File: src/rtl/speed_accel_observer_macros.svh
// Assertion shorthands for the observer, clocked on clk, quiet during reset.
`ifndef SPEED_ACCEL_OBSERVER_MACROS_SVH
`define SPEED_ACCEL_OBSERVER_MACROS_SVH

// Same-cycle implication.
`define SOA_ASSERT_NOW(label, ante, cons, msg) \
    label: assert property (@(posedge clk) disable iff (!rst_n) (ante) |-> (cons)) \
        else $error(msg);

// Next-cycle implication.
`define SOA_ASSERT_NEXT(label, ante, cons, msg) \
    label: assert property (@(posedge clk) disable iff (!rst_n) (ante) |=> (cons)) \
        else $error(msg);

`endif

File: src/rtl/soa_pkg.sv
`default_nettype none

package soa_pkg;

    // Field widths of the channels
    localparam int POSITION_W = 24;
    localparam int SPEED_OUT_W = 28;
    localparam int ACCEL_OUT_W = 32;

    // Configuration of the observer
    localparam int SPEED_TAPS = 8;
    localparam int ACCEL_TAPS = 8;
    localparam int POSITION_BITS = 24;

    // Derived internal widths, exact sums
    localparam int DIFF_W = POSITION_BITS + 1;
    localparam int SPEED_SUM_W = DIFF_W + $clog2(SPEED_TAPS);
    localparam int SDIFF_W = SPEED_SUM_W + 1;
    localparam int ACCEL_SUM_W = SDIFF_W + $clog2(ACCEL_TAPS);
    localparam int DSLOT_W = $clog2(SPEED_TAPS);
    localparam int ASLOT_W = $clog2(ACCEL_TAPS);

    // Result queue: holds every transaction in flight and every result not yet taken
    localparam int RQ_DEPTH = 4;
    localparam int RQ_AW = $clog2(RQ_DEPTH);
    localparam int RQ_CW = $clog2(RQ_DEPTH + 1) + 1;

    typedef logic signed [POSITION_W-1:0] position_t;
    typedef logic signed [SPEED_OUT_W-1:0] speed_out_t;
    typedef logic signed [ACCEL_OUT_W-1:0] accel_out_t;

    typedef struct packed {
        speed_out_t speed_x8;
        accel_out_t accel_x64;
    } result_t;

endpackage

`default_nettype wire

File: src/rtl/soa_if.sv
`default_nettype none

interface soa_sample_if;
    logic valid;
    logic ready;
    soa_pkg::position_t position;

    modport source (output valid, output position, input ready);
    modport sink (input valid, input position, output ready);
endinterface

interface soa_result_if;
    logic valid;
    logic ready;
    soa_pkg::speed_out_t speed_x8;
    soa_pkg::accel_out_t accel_x64;

    modport source (output valid, output speed_x8, output accel_x64, input ready);
    modport sink (input valid, input speed_x8, input accel_x64, output ready);
endinterface

`default_nettype wire

File: src/rtl/speed_accel_observer.sv
// Speed and acceleration observer. Each position transaction yields one result:
// speed_x8, the sum of the last eight position differences, and accel_x64, the
// sum of the last eight differences of that speed; both exact, no rounding. The
// first transaction after reset only primes the block and returns zeros. One
// transaction is taken every cycle while the result queue has room; its result
// is built in registered steps: the taking edge reads the difference ring, then
// the speed is updated, then the acceleration is updated and the result queue
// written, after which it is valid. The rate rests on the read-modify-write of
// each difference ring and its running sum. The rings sit in small synchronous
// RAMs, cleared at reset through per-entry valid bits; no clearing pass is needed.
// A four-entry result queue lets positions keep flowing while the consumer stalls.
`default_nettype none
`include "speed_accel_observer_macros.svh"

module speed_accel_observer (
    input  wire logic          clk,
    input  wire logic          rst_n,
    soa_sample_if.sink         sample,
    soa_result_if.source       result
);

    typedef logic signed [soa_pkg::POSITION_BITS-1:0] pos_t;
    typedef logic signed [soa_pkg::DIFF_W-1:0] diff_t;
    typedef logic signed [soa_pkg::SPEED_SUM_W-1:0] speed_t;
    typedef logic signed [soa_pkg::SDIFF_W-1:0] sdiff_t;
    typedef logic signed [soa_pkg::ACCEL_SUM_W-1:0] accel_t;

    // Ring memories and their valid bits
    diff_t  diff_mem [soa_pkg::SPEED_TAPS];
    sdiff_t sdiff_mem [soa_pkg::ACCEL_TAPS];
    logic [soa_pkg::SPEED_TAPS-1:0] diff_vld_reg;
    logic [soa_pkg::ACCEL_TAPS-1:0] sdiff_vld_reg;

    // Control state
    logic                        primed_reg;
    logic [soa_pkg::DSLOT_W-1:0] dslot_reg, dslot_next;
    logic [soa_pkg::ASLOT_W-1:0] aslot_reg, aslot_next;
    pos_t                        last_pos_reg;
    speed_t                      speed_sum_reg;
    speed_t                      last_speed_reg;
    accel_t                      accel_sum_reg;

    // Stage 1: position taken, diff ring read in flight
    logic                        s1_valid_reg;
    logic                        s1_prime_reg;
    pos_t                        s1_pos_reg;
    logic [soa_pkg::DSLOT_W-1:0] s1_dslot_reg;
    logic [soa_pkg::ASLOT_W-1:0] s1_aslot_reg;
    diff_t                       diff_old_reg;
    logic                        diff_old_vld_reg;

    // Stage 2: speed known, speed-diff ring read in flight
    logic                        s2_valid_reg;
    logic                        s2_prime_reg;
    speed_t                      s2_speed_reg;
    logic [soa_pkg::ASLOT_W-1:0] s2_aslot_reg;
    sdiff_t                      sdiff_old_reg;
    logic                        sdiff_old_vld_reg;

    // Result queue
    soa_pkg::result_t          rq_mem [soa_pkg::RQ_DEPTH];
    logic [soa_pkg::RQ_AW-1:0] rq_wr_reg, rq_rd_reg;
    logic [soa_pkg::RQ_CW-1:0] rq_cnt_reg, rq_cnt_next;
    logic [soa_pkg::RQ_CW-1:0] occupancy;

    logic   take;
    logic   give;
    pos_t   pos_in;
    diff_t  d;
    diff_t  diff_old;
    speed_t speed_new;
    sdiff_t sd;
    sdiff_t sdiff_old;
    accel_t accel_new;
    soa_pkg::result_t rq_in;

    // ---------------------------------------------------------------- handshake
    assign occupancy = rq_cnt_reg + soa_pkg::RQ_CW'(s1_valid_reg)
                       + soa_pkg::RQ_CW'(s2_valid_reg);
    assign sample.ready = occupancy < soa_pkg::RQ_CW'(soa_pkg::RQ_DEPTH);
    assign take = sample.valid && sample.ready;

    assign result.valid = rq_cnt_reg != '0;
    assign give = result.valid && result.ready;
    assign result.speed_x8 = rq_mem[rq_rd_reg].speed_x8;
    assign result.accel_x64 = rq_mem[rq_rd_reg].accel_x64;

    assign pos_in = $signed(sample.position[soa_pkg::POSITION_BITS-1:0]);

    // ------------------------------------------------------------ slot counters
    always_comb
    begin
        dslot_next = dslot_reg;
        aslot_next = aslot_reg;
        // the priming transaction writes neither ring
        if (take && primed_reg)
        begin
            if (dslot_reg == soa_pkg::DSLOT_W'(soa_pkg::SPEED_TAPS - 1))
            begin
                dslot_next = '0;
            end
            else
            begin
                dslot_next = dslot_reg + 1'b1;
            end
            if (aslot_reg == soa_pkg::ASLOT_W'(soa_pkg::ACCEL_TAPS - 1))
            begin
                aslot_next = '0;
            end
            else
            begin
                aslot_next = aslot_reg + 1'b1;
            end
        end
    end

    // ------------------------------------------------------- stage 1 datapath
    assign d = soa_pkg::DIFF_W'(s1_pos_reg) - soa_pkg::DIFF_W'(last_pos_reg);
    assign diff_old = diff_old_vld_reg ? diff_old_reg : '0;
    assign speed_new = s1_prime_reg ? '0 :
                       speed_sum_reg + soa_pkg::SPEED_SUM_W'(d)
                       - soa_pkg::SPEED_SUM_W'(diff_old);

    // ------------------------------------------------------- stage 2 datapath
    assign sd = soa_pkg::SDIFF_W'(s2_speed_reg) - soa_pkg::SDIFF_W'(last_speed_reg);
    assign sdiff_old = sdiff_old_vld_reg ? sdiff_old_reg : '0;
    assign accel_new = s2_prime_reg ? '0 :
                       accel_sum_reg + soa_pkg::ACCEL_SUM_W'(sd)
                       - soa_pkg::ACCEL_SUM_W'(sdiff_old);

    assign rq_in.speed_x8 = soa_pkg::SPEED_OUT_W'(s2_speed_reg);
    assign rq_in.accel_x64 = soa_pkg::ACCEL_OUT_W'(accel_new);

    always_comb
    begin
        rq_cnt_next = rq_cnt_reg;
        if (s2_valid_reg && !give)
        begin
            rq_cnt_next = rq_cnt_reg + 1'b1;
        end
        else if (!s2_valid_reg && give)
        begin
            rq_cnt_next = rq_cnt_reg - 1'b1;
        end
    end

    // ------------------------------------------------------------ memories
    // The write of one transaction and the read for the next always hit
    // neighboring slots, so no forwarding is required.
    always_ff @(posedge clk)
    begin
        if (take)
        begin
            diff_old_reg <= diff_mem[dslot_reg];
        end
        if (s1_valid_reg && !s1_prime_reg)
        begin
            diff_mem[s1_dslot_reg] <= d;
        end
    end

    always_ff @(posedge clk)
    begin
        if (s1_valid_reg)
        begin
            sdiff_old_reg <= sdiff_mem[s1_aslot_reg];
        end
        if (s2_valid_reg && !s2_prime_reg)
        begin
            sdiff_mem[s2_aslot_reg] <= sd;
        end
    end

    always_ff @(posedge clk)
    begin
        if (s2_valid_reg)
        begin
            rq_mem[rq_wr_reg] <= rq_in;
        end
    end

    // ------------------------------------------------------- payload registers
    always_ff @(posedge clk)
    begin
        if (take)
        begin
            s1_pos_reg <= pos_in;
            s1_dslot_reg <= dslot_reg;
            s1_aslot_reg <= aslot_reg;
        end
        if (s1_valid_reg)
        begin
            s2_speed_reg <= speed_new;
            s2_aslot_reg <= s1_aslot_reg;
        end
    end

    // ------------------------------------------------------- control registers
    always_ff @(posedge clk or negedge rst_n)
    begin
        if (!rst_n)
        begin
            primed_reg <= 1'b0;
            dslot_reg <= '0;
            aslot_reg <= '0;
            diff_vld_reg <= '0;
            sdiff_vld_reg <= '0;
            diff_old_vld_reg <= 1'b0;
            sdiff_old_vld_reg <= 1'b0;
            last_pos_reg <= '0;
            speed_sum_reg <= '0;
            last_speed_reg <= '0;
            accel_sum_reg <= '0;
            s1_valid_reg <= 1'b0;
            s1_prime_reg <= 1'b0;
            s2_valid_reg <= 1'b0;
            s2_prime_reg <= 1'b0;
            rq_wr_reg <= '0;
            rq_rd_reg <= '0;
            rq_cnt_reg <= '0;
        end
        else
        begin
            dslot_reg <= dslot_next;
            aslot_reg <= aslot_next;
            rq_cnt_reg <= rq_cnt_next;
            s1_valid_reg <= take;
            s2_valid_reg <= s1_valid_reg;

            if (take)
            begin
                primed_reg <= 1'b1;
                s1_prime_reg <= !primed_reg;
                diff_old_vld_reg <= diff_vld_reg[dslot_reg];
            end

            if (s1_valid_reg)
            begin
                last_pos_reg <= s1_pos_reg;
                s2_prime_reg <= s1_prime_reg;
                sdiff_old_vld_reg <= sdiff_vld_reg[s1_aslot_reg];
                if (!s1_prime_reg)
                begin
                    diff_vld_reg[s1_dslot_reg] <= 1'b1;
                    speed_sum_reg <= speed_new;
                end
            end

            if (s2_valid_reg)
            begin
                last_speed_reg <= s2_speed_reg;
                rq_wr_reg <= rq_wr_reg + 1'b1;
                if (!s2_prime_reg)
                begin
                    sdiff_vld_reg[s2_aslot_reg] <= 1'b1;
                    accel_sum_reg <= accel_new;
                end
            end

            if (give)
            begin
                rq_rd_reg <= rq_rd_reg + 1'b1;
            end
        end
    end

    // ------------------------------------------------------------ assertions
    `SOA_ASSERT_NOW(a_diff_no_collide,
        take && s1_valid_reg && !s1_prime_reg, dslot_reg != s1_dslot_reg,
        "diff ring read and write hit the same slot")
    `SOA_ASSERT_NOW(a_sdiff_no_collide,
        s1_valid_reg && s2_valid_reg && !s2_prime_reg, s1_aslot_reg != s2_aslot_reg,
        "speed-diff ring read and write hit the same slot")
    `SOA_ASSERT_NOW(a_queue_room,
        s2_valid_reg, (rq_cnt_reg < soa_pkg::RQ_CW'(soa_pkg::RQ_DEPTH)) || give,
        "result queue overflow")
    `SOA_ASSERT_NEXT(a_prime_zero,
        s1_valid_reg && s1_prime_reg, s2_speed_reg == '0 && accel_new == '0,
        "priming transaction gave a nonzero result")
    `SOA_ASSERT_NOW(a_prime_once,
        s1_valid_reg && s1_prime_reg, !(s2_valid_reg && s2_prime_reg),
        "two priming transactions in flight")

endmodule

`default_nettype wire
File: src/flat_wrapper.sv
// flat-port wrapper written by rule: the top's interface ports become plain ports
module speed_accel_observer_flat 
  (clk, rst_n, sample_valid, sample_position, sample_ready, result_valid, result_speed_x8, result_accel_x64, result_ready);
  soa_sample_if sample_i ();
  soa_result_if result_i ();
  input  wire logic clk;
  input  wire logic rst_n;
  input wire logic [$bits(sample_i.valid)-1:0] sample_valid;
  input wire logic [$bits(sample_i.position)-1:0] sample_position;
  output wire logic [$bits(sample_i.ready)-1:0] sample_ready;
  output wire logic [$bits(result_i.valid)-1:0] result_valid;
  output wire logic [$bits(result_i.speed_x8)-1:0] result_speed_x8;
  output wire logic [$bits(result_i.accel_x64)-1:0] result_accel_x64;
  input wire logic [$bits(result_i.ready)-1:0] result_ready;
  assign sample_i.valid = sample_valid;
  assign sample_i.position = sample_position;
  assign sample_ready = sample_i.ready;
  assign result_valid = result_i.valid;
  assign result_speed_x8 = result_i.speed_x8;
  assign result_accel_x64 = result_i.accel_x64;
  assign result_i.ready = result_ready;
  speed_accel_observer u_core (.clk(clk), .rst_n(rst_n), .sample(sample_i), .result(result_i));
endmodule
File: config.mk
export PLATFORM = sky130hd
export DESIGN_NAME = speed_accel_observer_flat
export DESIGN_NICKNAME = d
export VERILOG_FILES = /design/src/rtl/soa_pkg.sv /design/src/rtl/soa_if.sv /design/src/rtl/speed_accel_observer.sv /design/src/flat_wrapper.sv
export VERILOG_INCLUDE_DIRS = /design/src /design/src/rtl
export SDC_FILE = /design/constraint.sdc
export NUM_CORES = 1
export LEC_CHECK = 0
export ABC_CLOCK_PERIOD_IN_PS = 11670
export BUFFER_PORTS_ARGS = -buffer_cell sky130_fd_sc_hd__buf_2
export CAP_MARGIN = 10
export CORE_ASPECT_RATIO = 1.4
export CORE_UTILIZATION = 65
export DETAILED_ROUTE_END_ITERATION = 10
export PLACE_DENSITY = 0.82
export REMOVE_ABC_BUFFERS = 1
export SETUP_SLACK_MARGIN = 0.05
export SLEW_MARGIN = 20
export SYNTH_ARGS = -nofsm -noshare
export SYNTH_HDL_FRONTEND = slang
export SYNTH_SLANG_ARGS = --single-unit
File: constraint.sdc
create_clock -name clk -period 11.67 [get_ports clk]
set_input_delay 0.5835 -clock clk [delete_from_list [all_inputs] [get_ports clk]]
set_output_delay 0.5835 -clock clk [all_outputs]
set_load 0.01 [all_outputs]
==> run_results.csv, run 1 <==
group,metric,value,unit
route,drc,0,
route,wl,91100,um
setup_path,cp.required,12.03,ns
route,drtAntennaViolNets,0,
layout,diodes,0,
yosys,ys_types,67,
layout,finalNetCount,3121,
setup_path,path_class,"flip-flop to flip-flop",
yosys,syn-cell-area,42350,um2
layout,largest_reg_flops,240,
min_path,worstHoldPathType,"primary input to async pin",
cts,clock_latency,0.65,ns
setup_path,startpoint,"u_core.s2_speed_reg[1]",
timing,setup_slack,5.144,ns
timing,maxSlewHeadroom,0.2807,
placement,place_ws,5.177,ns
floorplanning,rows,110,
layout,drive_gt1_frac,0.1892,
run_status,outcome,"finished clean",
yosys,synth_seq_cells,936,
setup_path,crit_fanout,8,
grt,gr-total-overflow,0,
yosys,synth.most_common_cell,"edfxtp_1",
timing,grt_setup_unrepaired,"no",
grt,grt_start_max_net_pins,89,
setup_path,arrival,6.89,ns
timing,fmax,0.1532,GHz
cts,cts_hold_buf,0,
timing,period_needed,6.526,ns
setup_path,r2r_end,"u_core.rq_mem[1][31]",
grt,grt_pass1_wl,142200,um
placement,port_buffers,89,
cts,clk_path_buf_depth,3,
cts,cts.repair.resized,0,
yosys,yosys.area.top_type,"edfxtp_1",
layout,fillers,3840,
floorplanning,dieArea,66200,um2
cts,h-tree-depth,3,
route,route.vias.total,23750,
layout,area_growth,10.11,%
yosys,synth-edff-count,787,
setup_path,r2r_start,"u_core.s2_speed_reg[1]",
yosys,ys_seq_area_frac,0.6460,
yosys,syn_inst,2792,
route,viasPerCell,6.224,
yosys,synth.area.top_cells,"edfxtp_1 (56%), mux4_2 (9.1%), dfrtp_1 (8.8%)",
timing,hold_viol_final,0,
yosys,yosysWarnings,0,
grt,grt_usage,0.2867,
timing,drv_slew,0,
cts,cts-buffers-inserted,83,
route,wl_per_cell,23.87,um
cts,cts_tree,"built",
setup_path,end_kind,"flip-flop",
floorplanning,ioPinCount,90,
job,drv_cap,0,
yosys,synth_common_cells,"edfxtp_1 (787), inv_1 (275), mux4_2 (172)",
setup_path,cp-endpoint,"u_core.rq_mem[1][31]",
layout,final_util,0.7240,
placement,placed_cell_area,43890,um2
timing,setup_viol,0,
floorplanning,fp.dieH,304.0,um
placement,dp_hpwl,58070,um
yosys,syn_avg_cell_area,15.17,um2
setup_path,startpoint_type,"flip-flop",
layout,fin_area,46630,um2
layout,regMostFlops,"u_core.rq_mem",
floorplanning,die_w,217.7,um
grt,grt_pass1_vias,25600,
yosys,yosys.area.top_type_share,0.5580,
timing,skew,0.02868,ns
yosys,synthArstFlopShare,0.1592,
setup_path,regToRegSetupSlack,5.14,ns
route,first_iter_violations,1967,
cts,cts_setup_buffers,0,
grt,antenna_found_initial,0,
floorplanning,fp.coreArea,64410,um2
floorplanning,start_util,0.6575,
setup_path,reg2reg_depth,21,
cts,cts_root_buf,"clkbuf_16",
layout,top_regs,"u_core.rq_mem x240, u_core.sdiff_mem x232, u_core.diff_mem x200",
route,firstDrtPassIters,8,
timing,setup_tns,0,ns
yosys,synth_top_flop_cell,"edfxtp_1",
cts,clkTransAtPathRegs,0.06,ns
placement,place_congestion,0.9031,
cts,cts.sinks,936,
timing,finalCritPeriodShare,0.5592,
timing,worst_slew_pin_slew,1.070,ns
==> cell usage in the layout (no fill, tap or decap), types with 8 or more instances in the layout <==
master and n:
mux4_2 172, and2_1 55, clkbuf_16 84, xor2_1 50
inv_1 275, nand2b_1 26, or2_2 23, o211ai_1 10
bufinv_16 8, clkinv_2 18, clkbuf_1 20, ha_1 126
a22o_1 12, nand2_1 168, o21bai_1 15, o31ai_1 9
xnor2_1 63, nor3_1 20, a211oi_1 10, o21ai_0 154
mux2_2 65, buf_4 41, nand3_1 22, a21oi_1 84
edfxtp_1 787, nor2b_1 19, buf_2 88, or3_1 8
nor3_2 8, fa_1 61, nor2_1 123, dfrtp_1 141
o21a_1 18, a21o_1 42
==> per-layer routing <==
| layer | part of all wire | GRT usage |
|---|---|---|
| met5 | 0 | 0 |
| met4 | 0.046 | 0.1377 |
| met3 | 0.052 | 0.04058 |
| met2 | 0.55 | 0.5268 |
| met1 | 0.36 | 0.3250 |
==> cell families after synthesis <==
| logic type | count (synthesis) | share of synthesized area |
|---|---|---|
| DFF | 936 | 0.6460 |
| and+or+nand+nor | 527 | 0.05994 |
| AOI/OAI and AO/OA | 410 | 0.06110 |
| buffers and inverters | 376 | 0.03332 |
| muxes | 243 | 0.1102 |
| adders and majority gates | 187 | 0.06606 |
| xor gates and xnor gates | 113 | 0.02337 |
==> worst min path at each step <==
stage	endpoint	cells past startpoint	startpoint	slack [ns]
after floorplan	u_core.accel_sum_reg[0]	0	rst_n	0.29
after global placement	u_core.diff_vld_reg[2]	1	u_core.diff_vld_reg[2]	0.45
after detailed placement	u_core.sdiff_vld_reg[7]	1	u_core.sdiff_vld_reg[7]	0.45
after CTS	u_core.s1_valid_reg	1	rst_n	0.10
after global routing	u_core.s1_pos_reg[15]	1	sample_position[15]	0.1
final	u_core.last_pos_reg[15]	1	rst_n	0.06
==> worst max-delay path: stages (launching register included) <==
cell and delay, ns:
edfxtp_1 0.46, ha_1 0.32, nor2b_1 0.14, o31ai_1 0.53, a211oi_1 0.28, nor3_1 0.38, o31ai_1 0.16, or2_2 0.30
a2111oi_0 0.48, o21bai_1 0.18, xnor2_1 0.19, fa_1 0.54, inv_1 0.04, ha_1 0.40, a21o_1 0.20, a21o_1 0.17
a211oi_1 0.22, o21ai_0 0.14, or3_1 0.32, o21a_1 0.22, xor2_1 0.19, mux2_2 0.39
==> cell type report <==
| class | count | area (um2) | share of cell area |
|---|---|---|---|
| inverter | 275 | 1032 | 0.02213 |
| timing repair buffer | 130 | 759.5 | 0.01629 |
| clock inverter | 44 | 466.7 | 0.01001 |
| clock buffer | 111 | 2273 | 0.04875 |
| tap | 840 | 1051 | 0.02254 |
| sequential | 936 | 27380 | 0.5871 |
| multi-input combinational | 1480 | 13670 | 0.2932 |
==> stage by stage <==
stage	std cells	hold slack, ns
detailed placement	3661	0.4538
global route	3816	0.09848
global placement	3661	0.4455
CTS	3816	0.1003
floorplan	2691	0.2879
finish	3816	0.06170
Power of run 1 is not shown: default switching activity piles up to over one toggle a cycle in this logic, so the estimate is an artifact.
==> run 2: changes to the inputs <==
ABC_CLOCK_PERIOD_IN_PS = 6100   (was 11670)
CORE_UTILIZATION = 63   (was 65)
PLACE_DENSITY = 0.8   (was 0.82)
clock period = 6.1 ns   (was 11.67 ns; I/O delays follow)
==> run_results.csv, run 2 (synthesis results as in run 1) <==
group,metric,value,unit
route,wl,91460,um
placement,dp_hpwl,59370,um
floorplanning,start_util,0.6363,
route,viasPerCell,6.100,
run_status,outcome,"finished clean",
timing,finalCritPeriodShare,0.9739,
layout,final_util,0.7131,
setup_path,reg2reg_depth,20,
timing,setup_tns,0,ns
layout,final_cell_mix,"edfxtp_1 (787), inv_1 (275), mux4_2 (172)",
timing,fmax,0.1683,GHz
setup_path,cp-endpoint,"u_core.rq_mem[1][28]",
timing,drv_slew,0,
route,first_iter_violations,1809,
cts,cts-buffers-inserted,83,
placement,place_inst,3710,
cts,clkTransAtPathRegs,0.07,ns
route,wl_per_cell,23.44,um
cts,cts_root_buf,"clkbuf_16",
layout,fillers,4020,
floorplanning,dieArea,68280,um2
layout,diodes,0,
min_path,worstHoldPathType,"primary input to async pin",
route,drtAntennaViolNets,0,
grt,grt_usage,0.2744,
layout,final_cells,3902,
cts,cts.sinks,936,
cts,h-tree-depth,3,
route,route.vias.total,23800,
cts,cts_tree,"built",
route,drc,0,
job,drv_cap,0,
timing,skew,0.02753,ns
setup_path,startpoint,"u_core.s2_speed_reg[12]",
grt,grt_pass1_wl,141300,um
timing,period_needed,5.941,ns
setup_path,startpoint_type,"flip-flop",
setup_path,r2r_start,"u_core.s2_speed_reg[12]",
floorplanning,fp.coreArea,66560,um2
floorplanning,fp.dieH,308.8,um
cts,clock_latency,0.66,ns
layout,top_regs,"u_core.rq_mem x240, u_core.sdiff_mem x232, u_core.diff_mem x200",
timing,maxSlewHeadroom,0.2528,
placement,placed_cell_area,44180,um2
setup_path,regToRegSetupSlack,0.16,ns
placement,port_buffers,89,
timing,worst_slew_pin_slew,1.118,ns
setup_path,crit_fanout,6,
setup_path,arrival,6.31,ns
layout,fin_area,47470,um2
timing,setup_viol,0,
timing,hold_viol_final,0,
setup_path,cp.required,6.47,ns
grt,grt_start_max_net_pins,62,
grt,antenna_found_initial,0,
layout,largest_reg_flops,240,
grt,gr-total-overflow,0,
setup_path,path_class,"flip-flop to flip-flop",
floorplanning,ioPinCount,90,
grt,grt_pass1_vias,25260,
cts,clk_path_buf_depth,3,
setup_path,end_kind,"flip-flop",
floorplanning,rows,112,
placement,place_congestion,0.9170,
layout,final_common_cell,"edfxtp_1",
layout,regMostFlops,"u_core.rq_mem",
floorplanning,die_w,221.1,um
layout,finalNetCount,3191,
setup_path,r2r_end,"u_core.rq_mem[1][28]",
route,firstDrtPassIters,5,
layout,drive_gt1_frac,0.2074,
layout,area_growth,12.07,%
[run 2: changes by cell type in the layout (fill, tap and decap cells not counted), sizes merged]
| cell | delta |
|---|---|
| bufinv | +1 |
| dlygate4sd3 | +26 |
| clkbuf | -7 |
| buf | +44 |
| inv | -2 |
| clkinv | +9 |
[run 2: layer usage]
layer  routed length (um)  share of wire  track usage
met5                    0              0            0
met4                 4391          0.048       0.1363
met3                 4760          0.052      0.04046
met2                49890           0.55       0.5130
met1                32410           0.35       0.3054
[run 2: timing repair]
item / CTS / global route
hold buffers: 26 / 0
endpoints found under the hold margin: 67 / 0
buffers inserted: 0 / 10
cloned: 0 / 0
endpoints found under the setup margin: 19 / 57
pin swaps: 0 / 7
resized for setup: 7 / 28
[run 2: worst min path at each step]
stage | from | to | slack [ns] | depth (start not counted)
5_1_grt | rst_n | u_core.last_pos_reg[22] | 0.19 | 2
3_5_place_dp | rst_n | u_core.last_pos_reg[22] | 0.28 | 1
6_report | rst_n | u_core.last_pos_reg[22] | 0.16 | 2
3_3_place_gp | rst_n | u_core.last_pos_reg[22] | 0.27 | 1
2_1_floorplan | rst_n | u_core.accel_sum_reg[0] | 0.009 | 0
4_1_cts | rst_n | u_core.last_pos_reg[22] | 0.15 | 2
[run 2: stage by stage]
step / setup WS (ns) / hold slack (ns)
floorplan: -0.8976 / 0.009409
global placement: -0.04657 / 0.2731
detailed placement: -0.1245 / 0.2786
CTS: 0.01799 / 0.1541
global route: -0.08095 / 0.1870
finish: 0.1595 / 0.1568
[run 2: critical path, cell delays in order, from the launching register on]
cell and delay (ns):
edfxtp_1 0.48, ha_1 0.45, nand4_1 0.20, or3_1 0.41
a211oi_4 0.34, nor3_4 0.09, or2_2 0.33, xor2_1 0.16
buf_4 0.17, fa_1 0.54, inv_1 0.05, ha_1 0.36
nand4_1 0.13, or2_2 0.32, or3_1 0.39, o21ba_2 0.28
nor3_1 0.07, o31ai_1 0.32, a31oi_1 0.16, xor2_1 0.25
nor2_1 0.12
[run 2: final cells by class]
| cell class | count | area, um2 | share of cell area |
|---|---|---|---|
| sequential | 936 | 27380 | 0.5768 |
| multi-input combinational | 1480 | 13830 | 0.2913 |
| clock buffer | 104 | 2260 | 0.04761 |
| timing repair buffer | 200 | 1363 | 0.02871 |
| tap | 855 | 1070 | 0.02254 |
| inverter | 275 | 1032 | 0.02175 |
| clock inverter | 52 | 538.0 | 0.01133 |
Power of run 2 is left out for the same reason.
